==> config.mk <==
export PLATFORM = sky130hd
export DESIGN_NAME = ball_kick_approach_steering_top
export DESIGN_NICKNAME = d
export VERILOG_FILES = /design/src/hdl/kas_pkg.sv /design/src/hdl/kas_iter_unit.sv /design/src/hdl/ball_kick_approach_steering_top.sv
export SDC_FILE = /design/constraint.sdc
export NUM_CORES = 2
export LEC_CHECK = 0
export CAP_MARGIN = 20
export CORE_UTILIZATION = 60
export CTS_BUF_LIST = sky130_fd_sc_hd__clkbuf_8
export DETAILED_ROUTE_END_ITERATION = 12
export DONT_BUFFER_PORTS = 1
export GPL_TIMING_DRIVEN = 0
export PLACE_DENSITY = 0.76
export SETUP_SLACK_MARGIN = 0.02
export SLEW_MARGIN = 15
export SYNTH_ARGS = -nofsm -noshare
export SYNTH_HDL_FRONTEND = slang
export SYNTH_SLANG_ARGS = --single-unit
==> constraint.sdc <==
create_clock -name clk -period 12 [get_ports clk]
set_input_delay 1.2 -clock clk [delete_from_list [all_inputs] [get_ports clk]]
set_output_delay 1.2 -clock clk [all_outputs]
set_load 0.02 [all_outputs]
==> src/hdl/kas_pkg.sv <==
// Shared types, constants and helpers for the ball kick approach steering block.
package kas_pkg;

  localparam int CoordW = 16;
  localparam int DiffW  = 18;
  localparam int SqW    = 36;
  localparam int RemW   = 22;
  localparam int DvsW   = 20;
  localparam int CntW   = 6;
  localparam int SpdW   = 15;

  localparam logic [SpdW-1:0] SpdSupport   = 15'd4915;
  localparam logic [SpdW-1:0] SpdFast      = 15'd6144;
  localparam logic [SpdW-1:0] ApproachBack = 15'd300;
  localparam logic signed [DiffW-1:0] SupportBack = 18'sd800;
  localparam logic signed [DiffW-1:0] SupportMinX = -18'sd3500;
  localparam logic [SqW-1:0] SupportNearSq  = 36'd25600;
  localparam logic [SqW-1:0] ChaseSq        = 36'd360000;
  localparam logic [SqW-1:0] ApproachNearSq = 36'd900;

  typedef enum logic [2:0] {
    CFG_GOAL_X, CFG_GOAL_Y, CFG_KICK_RANGE,
    CFG_HOLD_MS, CFG_KICK_STRENGTH, CFG_FAR_SPEED
  } cfg_idx_t;

  typedef struct packed {
    logic [3:0]               bot_id;
    logic                     robot_valid;
    logic                     ball_valid;
    logic signed [CoordW-1:0] robot_x;
    logic signed [CoordW-1:0] robot_y;
    logic signed [CoordW-1:0] ball_x;
    logic signed [CoordW-1:0] ball_y;
    logic [31:0]              now_ms;
  } tick_t;

  typedef struct packed {
    logic [3:0]               cmd_bot_id;
    logic signed [CoordW-1:0] vel_x;
    logic signed [CoordW-1:0] vel_y;
    logic                     kick;
    logic [7:0]               kick_power_out;
  } cmd_t;

  typedef struct packed {
    logic start;
    logic sqrt_mode;
  } unit_req_t;

  typedef struct packed {
    logic busy;
    logic done;
  } unit_sts_t;

  typedef enum logic [4:0] {
    S_IDLE, S_DECIDE, S_KSQ, S_SQX, S_SQY, S_SQA, S_CHECK, S_ROOT, S_ROOTW,
    S_MULX, S_DIVX, S_DIVXW, S_MULY, S_DIVY, S_DIVYW, S_NEXT, S_OUT
  } state_t;

  typedef enum logic [2:0] {
    PH_SUPPORT, PH_CLASS, PH_KICK, PH_CHASE, PH_GOAL, PH_APPROACH
  } phase_t;

  // quotient magnitude to signed 16 bit, saturating
  function automatic logic signed [CoordW-1:0] sat_q(input logic [SqW-1:0] q,
                                                     input logic neg);
    logic signed [CoordW-1:0] r;
    if (neg) begin
      if (q > 36'd32768) r = -16'sd32768;
      else r = -$signed(q[CoordW-1:0]);
    end else begin
      if (q > 36'd32767) r = 16'sd32767;
      else r = $signed(q[CoordW-1:0]);
    end
    return r;
  endfunction

endpackage

==> src/hdl/kas_iter_unit.sv <==
// Shared iterative unit: bit-serial square root and restoring divide.
module kas_iter_unit (
  input  logic                      clk,
  input  logic                      rst,
  input  kas_pkg::unit_req_t        req,
  input  logic [kas_pkg::SqW-1:0]   operand,
  input  logic [kas_pkg::DvsW-1:0]  divisor,
  output kas_pkg::unit_sts_t        sts,
  output logic [kas_pkg::SqW-1:0]   result
);
  import kas_pkg::*;

  logic            busy, done, mode;
  logic [CntW-1:0] cnt;
  logic [SqW-1:0]  acc, quo;
  logic [RemW-1:0] rem, rem_sh, trial;
  logic [DvsW-1:0] dvs;
  logic            ge;

  always_comb begin
    if (mode) begin
      rem_sh = {rem[RemW-3:0], acc[SqW-1 -: 2]};
      trial  = {2'b00, quo[SqW/2-1:0], 2'b01};
    end else begin
      rem_sh = {rem[RemW-2:0], acc[SqW-1]};
      trial  = RemW'(dvs);
    end
    ge = rem_sh >= trial;
  end

  always_ff @(posedge clk) begin
    if (rst) begin
      busy <= 1'b0;
      done <= 1'b0;
      cnt  <= '0;
    end else begin
      done <= 1'b0;
      if (req.start) begin
        busy <= 1'b1;
        cnt  <= req.sqrt_mode ? CntW'(SqW/2-1) : CntW'(SqW-1);
      end else if (busy) begin
        if (cnt == '0) begin
          busy <= 1'b0;
          done <= 1'b1;
        end
        cnt <= cnt - 1'b1;
      end
    end
  end

  always_ff @(posedge clk) begin
    if (req.start) begin
      acc  <= operand;
      dvs  <= divisor;
      rem  <= '0;
      quo  <= '0;
      mode <= req.sqrt_mode;
    end else if (busy) begin
      acc <= mode ? {acc[SqW-3:0], 2'b00} : {acc[SqW-2:0], 1'b0};
      rem <= ge ? rem_sh - trial : rem_sh;
      quo <= {quo[SqW-2:0], ge};
    end
  end

  assign sts    = '{busy: busy, done: done};
  assign result = quo;

endmodule

==> src/hdl/ball_kick_approach_steering_top.sv <==
// Top level: steering sequencer, state, configuration and command register.
//
//  channel | direction | handshake          | payload
//  tick    | in        | tick_valid/stall   | kas_pkg::tick_t
//  cmd     | out       | cmd_valid/stall    | kas_pkg::cmd_t
//  cfg     | in        | cfg_we             | cfg_index, cfg_data
//
// One request at a time. The approach case runs two square roots of 18 steps and
// four divides of 36 steps, all on the one shared unit. Reset is synchronous and
// clears the kick state and loads the register defaults. The command register holds
// a result under stall; the next request is taken while it waits.
module ball_kick_approach_steering_top (
  input  logic           clk,
  input  logic           rst,
  input  logic           tick_valid,
  output logic           tick_stall,
  input  kas_pkg::tick_t tick,
  output logic           cmd_valid,
  input  logic           cmd_stall,
  output kas_pkg::cmd_t  cmd,
  input  logic           cfg_we,
  input  logic [2:0]     cfg_index,
  input  logic [15:0]    cfg_data
);
  import kas_pkg::*;

  state_t state, state_next;
  phase_t ph;
  tick_t  tk;

  logic signed [CoordW-1:0] goal_x, goal_y;
  logic [11:0]              kick_range;
  logic [15:0]              hold_ms;
  logic [7:0]               kick_strength;
  logic [SpdW-1:0]          far_speed;

  logic        kicked;
  logic [31:0] last_kick;

  logic signed [DiffW-1:0]  dx, dy;
  logic [SpdW-1:0]          speed;
  logic [SqW-1:0]           prod, sumsq;
  logic [23:0]              kdsq;
  logic [DiffW-1:0]         r;
  logic signed [CoordW-1:0] vx, vy;
  logic                     kick_r;

  logic [DiffW-1:0] mul_a, mul_b, adx, ady;
  logic [SqW-1:0]   mul_p;

  unit_req_t        u_req;
  unit_sts_t        u_sts;
  logic [SqW-1:0]   u_op, u_res;
  logic [DvsW-1:0]  u_dvs;

  logic signed [DiffW-1:0] rx_e, ry_e, bx_e, by_e, gx_e, gy_e, sx, sd, sup_dx, sup_dy;
  logic both_valid, cool_over, is_kick, out_free, accept;

  assign accept     = tick_valid && !tick_stall;
  assign tick_stall = state != S_IDLE;
  assign out_free   = !cmd_valid || !cmd_stall;

  assign rx_e = DiffW'(tk.robot_x);
  assign ry_e = DiffW'(tk.robot_y);
  assign bx_e = DiffW'(tk.ball_x);
  assign by_e = DiffW'(tk.ball_y);
  assign gx_e = DiffW'(goal_x);
  assign gy_e = DiffW'(goal_y);

  always_comb begin
    sx = bx_e - SupportBack;
    if (sx < SupportMinX) sx = SupportMinX;
    sd = sx - rx_e;
    sup_dx = {sd[DiffW-2:0], 1'b0};
    sup_dy = by_e - {ry_e[DiffW-2:0], 1'b0};
  end

  assign both_valid = tk.robot_valid && tk.ball_valid;
  assign cool_over  = (tk.now_ms - last_kick) > {16'd0, hold_ms};
  assign is_kick    = sumsq < SqW'(kdsq);

  assign adx = dx[DiffW-1] ? DiffW'(-dx) : DiffW'(dx);
  assign ady = dy[DiffW-1] ? DiffW'(-dy) : DiffW'(dy);

  // shared multiplier
  always_comb begin
    unique case (state)
      S_KSQ:   begin mul_a = DiffW'(kick_range); mul_b = DiffW'(kick_range); end
      S_SQX:   begin mul_a = adx; mul_b = adx; end
      S_SQY:   begin mul_a = ady; mul_b = ady; end
      S_MULX:  begin mul_a = adx; mul_b = DiffW'(speed); end
      S_MULY:  begin mul_a = ady; mul_b = DiffW'(speed); end
      default: begin mul_a = '0; mul_b = '0; end
    endcase
  end
  assign mul_p = mul_a * mul_b;

  assign u_req.start     = state == S_ROOT || state == S_DIVX || state == S_DIVY;
  assign u_req.sqrt_mode = state == S_ROOT;
  assign u_op  = (state == S_ROOT) ? sumsq : {prod[SqW-2:0], 1'b0} + SqW'(r);
  assign u_dvs = {1'b0, r, 1'b0};

  kas_iter_unit u_unit (
    .clk     (clk),
    .rst     (rst),
    .req     (u_req),
    .operand (u_op),
    .divisor (u_dvs),
    .sts     (u_sts),
    .result  (u_res)
  );

  always_ff @(posedge clk) begin
    if (rst) state <= S_IDLE;
    else state <= state_next;
  end

  always_comb begin
    state_next = state;
    unique case (state)
      S_IDLE:   if (accept) state_next = S_DECIDE;
      S_DECIDE: begin
        if (!both_valid) state_next = S_OUT;
        else if (kicked && !cool_over) state_next = S_SQX;
        else state_next = S_KSQ;
      end
      S_KSQ:    state_next = S_SQX;
      S_SQX:    state_next = S_SQY;
      S_SQY:    state_next = S_SQA;
      S_SQA:    state_next = S_CHECK;
      S_CHECK: begin
        unique case (ph)
          PH_SUPPORT:  state_next = (sumsq > SupportNearSq) ? S_ROOT : S_OUT;
          PH_APPROACH: state_next = (sumsq > ApproachNearSq) ? S_ROOT : S_OUT;
          PH_CLASS: begin
            if (is_kick) state_next = S_SQX;
            else if (sumsq < ChaseSq) state_next = S_ROOT;
            else state_next = S_SQX;
          end
          default:     state_next = S_ROOT;
        endcase
      end
      S_ROOT:   state_next = S_ROOTW;
      S_ROOTW:  if (u_sts.done) state_next = (u_res == '0) ? S_OUT : S_MULX;
      S_MULX:   state_next = S_DIVX;
      S_DIVX:   state_next = S_DIVXW;
      S_DIVXW:  if (u_sts.done) state_next = S_MULY;
      S_MULY:   state_next = S_DIVY;
      S_DIVY:   state_next = S_DIVYW;
      S_DIVYW:  if (u_sts.done) state_next = (ph == PH_GOAL) ? S_NEXT : S_OUT;
      S_NEXT:   state_next = S_SQX;
      S_OUT:    if (out_free) state_next = S_IDLE;
      default:  state_next = S_IDLE;
    endcase
  end

  // datapath
  always_ff @(posedge clk) begin
    unique case (state)
      S_IDLE: if (accept) tk <= tick;
      S_DECIDE: begin
        vx     <= '0;
        vy     <= '0;
        kick_r <= 1'b0;
        if (kicked && !cool_over) begin
          ph    <= PH_SUPPORT;
          dx    <= sup_dx;
          dy    <= sup_dy;
          speed <= SpdSupport;
        end else begin
          ph <= PH_CLASS;
          dx <= bx_e - rx_e;
          dy <= by_e - ry_e;
        end
      end
      S_KSQ: kdsq <= mul_p[23:0];
      S_SQX: prod <= mul_p;
      S_SQY: begin
        sumsq <= prod;
        prod  <= mul_p;
      end
      S_SQA: sumsq <= sumsq + prod;
      S_CHECK: begin
        if (ph == PH_CLASS) begin
          speed <= SpdFast;
          if (is_kick) begin
            kick_r <= 1'b1;
            ph     <= PH_KICK;
            dx     <= gx_e - rx_e;
            dy     <= gy_e - ry_e;
          end else if (sumsq < ChaseSq) begin
            ph <= PH_CHASE;
          end else begin
            ph    <= PH_GOAL;
            speed <= ApproachBack;
            dx    <= gx_e - bx_e;
            dy    <= gy_e - by_e;
          end
        end
      end
      S_ROOTW: if (u_sts.done) r <= u_res[DiffW-1:0];
      S_MULX:  prod <= mul_p;
      S_DIVXW: if (u_sts.done) vx <= sat_q(u_res, dx[DiffW-1]);
      S_MULY:  prod <= mul_p;
      S_DIVYW: if (u_sts.done) vy <= sat_q(u_res, dy[DiffW-1]);
      S_NEXT: begin
        dx    <= bx_e - DiffW'(vx) - rx_e;
        dy    <= by_e - DiffW'(vy) - ry_e;
        vx    <= '0;
        vy    <= '0;
        ph    <= PH_APPROACH;
        speed <= far_speed;
      end
      default: ;
    endcase
  end

  // kick state
  always_ff @(posedge clk) begin
    if (rst) begin
      kicked    <= 1'b0;
      last_kick <= '0;
    end else if (state == S_DECIDE && both_valid && kicked && cool_over) begin
      kicked <= 1'b0;
    end else if (state == S_CHECK && ph == PH_CLASS && is_kick) begin
      kicked    <= 1'b1;
      last_kick <= tk.now_ms;
    end
  end

  // configuration
  always_ff @(posedge clk) begin
    if (rst) begin
      goal_x        <= 16'sd4500;
      goal_y        <= '0;
      kick_range    <= 12'd120;
      hold_ms       <= 16'd500;
      kick_strength <= 8'd200;
      far_speed     <= 15'd4096;
    end else if (cfg_we) begin
      unique case (cfg_idx_t'(cfg_index))
        CFG_GOAL_X:        goal_x <= $signed(cfg_data);
        CFG_GOAL_Y:        goal_y <= $signed(cfg_data);
        CFG_KICK_RANGE:    kick_range <= cfg_data[11:0];
        CFG_HOLD_MS:       hold_ms <= cfg_data;
        CFG_KICK_STRENGTH: kick_strength <= cfg_data[7:0];
        CFG_FAR_SPEED:     far_speed <= cfg_data[SpdW-1:0];
        default: ;
      endcase
    end
  end

  // command register
  always_ff @(posedge clk) begin
    if (rst) cmd_valid <= 1'b0;
    else if (state == S_OUT && out_free) cmd_valid <= 1'b1;
    else if (!cmd_stall) cmd_valid <= 1'b0;
  end

  always_ff @(posedge clk) begin
    if (state == S_OUT && out_free) begin
      cmd.cmd_bot_id     <= tk.bot_id;
      cmd.vel_x          <= vx;
      cmd.vel_y          <= vy;
      cmd.kick           <= kick_r;
      cmd.kick_power_out <= kick_r ? kick_strength : 8'd0;
    end
  end

  a_start_idle: assert property (@(posedge clk) disable iff (rst)
    u_req.start |-> !u_sts.busy) else $error("unit started while busy");
  a_done_ends: assert property (@(posedge clk) disable iff (rst)
    u_sts.done |-> !u_sts.busy) else $error("unit done while busy");
  a_no_kick_power: assert property (@(posedge clk) disable iff (rst)
    cmd_valid && !cmd.kick |-> cmd.kick_power_out == 8'd0) else $error("power without kick");
  a_out_from_seq: assert property (@(posedge clk) disable iff (rst)
    $rose(cmd_valid) |-> $past(state) == S_OUT) else $error("command not from sequencer");

endmodule

Yosys cells after proc, flatten, opt, wreduce, memory -nomap -nowiden --
Cells that the tools add are included.
Operators by class: $add $sub $neg 21, multipliers 1, magnitude comparators 9, equality and inequality tests 34, multiplexer cells 68, bitwise operators 2, reductions and logical operators 52
Operators by type and width (count):
- two-way mux 18 bit | 10
- case mux 18 bit (3 select lines) | 3
- two-way mux 36 bit | 4
- subtractor 16 x 16 -> 17 bit | 8
- two-way mux 16 bit | 6
- case mux 5 bit (16 select lines) | 1
- greater-than comparator 36 x 15 -> 1 bit, second input constant | 2
- case mux 18 bit (4 select lines) | 1
- case mux 36 bit (2 select lines) | 1
- case mux 16 bit (2 select lines) | 2
- two-way mux 5 bit | 10
- case mux 15 bit (3 select lines) | 1
- equality test 5 x 4 -> 1 bit, second input constant | 8
- adder 36 x 18 -> 36 bit | 1
- adder 36 bit | 1
- greater-than comparator 36 x 10 -> 1 bit, second input constant | 1
- greater-than comparator 36 x 16 -> 1 bit, second input constant | 1
- zero test 36 bit | 1
- < comparator 36 x 19 -> 1 bit, second input constant | 1
- < comparator 36 x 24 -> 1 bit | 1
- multiplier 18 x 18 -> 36 bit | 1
- negation 18 bit | 2
- subtractor 17 x 16 -> 18 bit | 2
- greater-than comparator 32 x 16 -> 1 bit | 1
- 47 further kinds | 117
Storage, ports and cells: flip-flop bits (word level) 590, input port bits 126, output and inout port bits 47, word-level logic and storage cells 229

Longest topological paths before layout --
depth after elaboration 7, mapped depth 34, depth with buffers taken out 33

Modules after synthesis --
Synthesis repeated with hierarchy kept, for this count alone.
Second synthesis, totals: cell total of the unflattened synthesis 5315, area total of the unflattened synthesis 48699.2 µm²
By module, submodules not included:
- ball_kick_approach_steering_top | instances 1, cells each 4670, area each 42164.2 µm², sequential area each 12892.4 µm²
- kas_iter_unit | instances 1, cells each 645, area each 6535.0 µm², sequential area each 3012.9 µm²

Worst setup path before layout --
Ideal clock, no wire load.
path type register to register, start register state[3], end register prod[34], data pin, setup time 0.266 ns, arrival time 10.346 ns, path slack 1.388 ns, stages on the path, launching flop included 30, path buffers 4, period minus slack after synthesis 10.612 ns, cells stage by stage dfxtp_1 > clkbuf_1 > clkbuf_1 > nor3_1 > nand2_1 > clkbuf_1 > o22ai_1 > inv_1 > clkbuf_1 > nor2_1 > fa_1 > fa_1 > fa_1 > fa_1 > fa_1 > inv_1 > fa_1 > inv_1 > ha_1 > a21o_1 > a21o_1 > a21o_1 > a21oi_1 > o22ai_1 > o41a_1 > o21a_1 > o21a_1 > o21a_1 > o41ai_1 > xnor2_1
Between the ends: longest elaborated chain between the ends 4
RTL lines:
- start: declaration | RTL line ball_kick_approach_steering_top.sv:27 | state_t state, state_next;
- start signal: assignment | RTL line ball_kick_approach_steering_top.sv:115 | else state <= state_next;
- equality test 5 x 4 -> 1 bit, or another cell as far along | RTL line ball_kick_approach_steering_top.sv:87 | unique case (state)
- OR reduction 2 bit (no line)
- case mux 18 bit (4 select lines) / case mux 18 bit (3 select lines) (equally long branches) | RTL line ball_kick_approach_steering_top.sv:87
- multiplier 18 x 18 -> 36 bit (*) | RTL line ball_kick_approach_steering_top.sv:96 | assign mul_p = mul_a * mul_b;
- via mul_p[34] | RTL line ball_kick_approach_steering_top.sv:49 | logic [SqW-1:0] mul_p;
- end signal: assignment | RTL line ball_kick_approach_steering_top.sv:177 | S_SQX: prod <= mul_p;
- end signal: assignment | RTL line ball_kick_approach_steering_top.sv:180 | prod <= mul_p;
- end signal: assignment | RTL line ball_kick_approach_steering_top.sv:202 | S_MULX: prod <= mul_p;
- end: declaration | RTL line ball_kick_approach_steering_top.sv:42 | logic [SqW-1:0] prod, sumsq;
Mark *: on every way through the listed nets, which the timed path passes. The rest lies on a longest branch. A chain may end at the register's enable or synchronous reset.

Final worst setup path --
start register dy[5], end register prod[34], data pin
Between the ends: longest elaborated chain between the ends 4
RTL lines:
- start: declaration | RTL line ball_kick_approach_steering_top.sv:40 | logic signed [DiffW-1:0] dx, dy;
- start signal: assignment | RTL line ball_kick_approach_steering_top.sv:168 | dy <= sup_dy;
- start signal: assignment | RTL line ball_kick_approach_steering_top.sv:173 | dy <= by_e - ry_e;
- start signal: assignment | RTL line ball_kick_approach_steering_top.sv:190 | dy <= gy_e - ry_e;
- negation 18 bit | RTL line ball_kick_approach_steering_top.sv:83 | assign ady = dy[DiffW-1] ? DiffW'(-dy) : DiffW'(dy);
- two-way mux 18 bit (*) | RTL line ball_kick_approach_steering_top.sv:83
- case mux 18 bit (4 select lines) / case mux 18 bit (3 select lines) (equally long branches) | RTL line ball_kick_approach_steering_top.sv:87
- multiplier 18 x 18 -> 36 bit (*) | RTL line ball_kick_approach_steering_top.sv:96
- via mul_p[34] | RTL line ball_kick_approach_steering_top.sv:49
Marks and branches as above.

==> flow_summary.yaml <==
outcome:
  outcome: "finished clean"
clock_network:
  cts_setup_buffers: 0
  ctsHoldBuffers: 0
  cts_max_level: 3
  cts-resized-gates: 0
  cts_tree: "yes"
  clock-sinks: 590
  numCtsBuffers: 97
  clkTransAtPathRegs_ns: 0.07
  root_buffer: "clkbuf_8"
  clk_latency_ns: 0.77
  clockBufferDepth: 3
sta:
  rsz0062_at_grt: "no"
  finalSetupViolCount: 0
  worst_pin_slew_ns: 1.22
  fin_ws_ns: 1.73
  finalHoldViolCount: 0
  max_slew_margin: 0.189
  fmax_mhz: 97.4
  finalMaxSlewViolations: 0
  finalSetupTns_ns: 0
  period_minus_slack_ns: 10.27
  hold_slack_ns: 0.422
  finalCritPeriodShare: 0.856
  fin_skew_ns: 0.0621
global_route:
  track_usage: 0.342
  antenna_found_initial: 6
  grt_pass1_wl_um: 216000
  grt.overflow.total: 0
  grt_max_degree: 62
  grt_pass1_vias: 38500
final_layout:
  area_delta_synth_final_pct: 7.93
  fin_nets: 6188
  final_cell_mix: "681 x nand2_1, 590 x inv_1, 428 x nor2_1"
  drive_gt1_frac: 0.0496
  final_common_cell: "nand2_1"
detailed_routing:
  vias: 39400
  via_per_inst: 6.06
  wirelength_um: 140000
  drc: 0
  drtIter0Drc: 3413
  antenna_left: 0
  wl_per_cell_um: 21.5
  drtPass1Iterations: 7
synth:
  syn-instance-count: 5241
  synth-seq-cells: 590
  syn-cell-area_um2: 48200
  yosysUniqueCellTypes: 94
  synth_edf_count: 403
  synthArstFlopShare: 0
  ys_top_cells_by_area: "edfxtp_1 25%, fa_1 12%, ha_1 10%"
  post-synth-top-area-cell: "edfxtp_1"
  ys.flop_type: "edfxtp_1"
  yosysSeqAreaShare: 0.328
  netlist.area_leader.share: 0.251
  syn_avg_cell_area_um2: 9.20
  ys.warnings.count: 0
min_path:
  hold_depth: 0
  min_to: "cmd[44]$_DFFE_PP_"
  min_from: "tk[101]$_DFFE_PP_"
  hold_class: "flop to flop"
setup_path:
  crit_slowest_cell: "o22ai_1"
  critPathLaunch: "dy[5]$_DFFE_PP_"
  r2r_cells: 30
  worstPathMaxFanout: 10
  path_class: "flop to flop"
  critPathCaptureType: "flop"
  crit_required_ns: 12.46
  r2r_end: "prod[34]$_DFFE_PP_"
  arrival_ns: 10.73
  crit_path_frequent_cell: "fa_1"
  r2r-start: "dy[5]$_DFFE_PP_"
  cp-start-kind: "flop"
  critPathMaxStageDelay_ns: 0.70
  r2r_slack_ns: 1.73
run:
  cap_violations: 0
power:
  switchingPower_mw: 2.04
  ir_worst_vdd_v: 0.000115
  power.share.switching: 0.337
  p_leak_nw: 21.8
  p_comb_frac: 0.284
  power_frac_clock: 0.314
  power.density_nw_per_um2: 117
  seq_power_share: 0.403
  p_int_mw: 4.02
floorplan:
  start_util: 0.609
  ioPinCount: 173
  die_h_um: 286
  die-area_um2: 81500
  dieWidth_um: 286
  rows: 103
  coreArea_um2: 79300
place:
  hpwl_um: 111000
  gp_congestion: 1.00
  pre_cts_slack_ns: 1.87
  io_buffers: 0
critical path: cells and delay by family (launching register included):
| family | cells | cell delay (ns) |
|---|---|---|
| and+or+nand+nor | 5 | 1.76 |
| adders and majority gates | 7 | 3.60 |
| DFF | 1 | 0.41 |
| xor gates and xnor gates | 2 | 0.27 |
| buffers and inverters | 4 | 0.80 |
| AOI/OAI and AO/OA | 12 | 3.12 |
metal layers:
metal / GRT usage / routed length (um)
met4: 0.150 / 6590
met1: 0.449 / 57600
met2: 0.544 / 63000
met5: 0 / 15
met3: 0.0736 / 12800
cells by family (layout without fill, tap and decap cells):
logic type	after synthesis	in the layout	synth area share
AOI/OAI and AO/OA	1065	1065	0.142
xor gates and xnor gates	271	271	0.0492
adders and majority gates	692	692	0.226
buffers and inverters	762	963	0.0600
DFF	590	590	0.328
muxes	157	157	0.0331
other	2	14	0.000156
and+or+nand+nor	1702	1702	0.161
registers in the layout (all words and copies together) (netlist names), 18 cells and up:
signal	flops
cmd	45
dx	18
dy	18
kdsq	24
last_kick	32
prod	36
r	18
sumsq	36
tk	38
u_unit.acc	36
u_unit.dvs	18
u_unit.rem	21
u_unit.result	36
cells in the mapped netlist (all sizes together), types with 27 or more instances:
master,n
o31ai,33
o22ai,29
or3,44
mux2i,135
a21o,83
nand3,95
o21a,27
a211oi,44
and3,33
nand4,28
nand2b,52
nor2,429
a31oi,43
buf,31
or2,27
xnor2,158
nor3,115
nor4,28
o21ai,205
ha,394
a21oi,345
clkbuf,175
edfxtp,403
fa,298
nand2,683
o211ai,27
and2,63
xor2,113
nor2b,43
dfxtp,187
a221oi,33
inv,553
metrics by stage:
step | util | instances | power [mW] | cell area [um2]
5_1_grt | 0.657 | 6502 | 6.33 | 52100
2_1_floorplan | - | 5248 | 3.69 | 48300
6_report | 0.657 | 6504 | 6.07 | 52100
3_5_place_dp | 0.630 | 6317 | 4.15 | 49900
3_3_place_gp | 0.626 | 6298 | 4.11 | 49600
4_1_cts | 0.656 | 6495 | 6.05 | 52000
how the worst max path moves through the flow:
| stage | depth (start not counted) | end |
|---|---|---|
| 6_report | 30 | prod[34]$_DFFE_PP_ |
| 3_3_place_gp | 28 | prod[34]$_DFFE_PP_ |
| 3_5_place_dp | 29 | prod[34]$_DFFE_PP_ |
| 4_1_cts | 29 | prod[34]$_DFFE_PP_ |
| 5_1_grt | 30 | prod[34]$_DFFE_PP_ |
| 2_1_floorplan | 29 | prod[34]$_DFFE_PP_ |
final cells by class:
cell class	count	area, um2
Antenna cell	5	12.5
Inverter	556	2090
Multi-Input combinational cell	3896	29600
Fill cell	6589	27200
Sequential cell	590	15800
Clock inverter	71	604
Timing Repair Buffer	23	292
Tap cell	1050	1310
Buffer	206	808
Clock buffer	107	1470
power by group through the flow:
stage / Sequential, mW / Combinational, mW / Clock [mW]
finish: 2.44 / 1.72 / 1.90
global route: 2.45 / 1.87 / 2.01
CTS: 2.44 / 1.68 / 1.93
detailed placement: 2.48 / 1.67 / 0
global placement: 2.49 / 1.63 / 0
floorplan: 2.44 / 1.25 / 0
(Power assumes the default switching activity.)
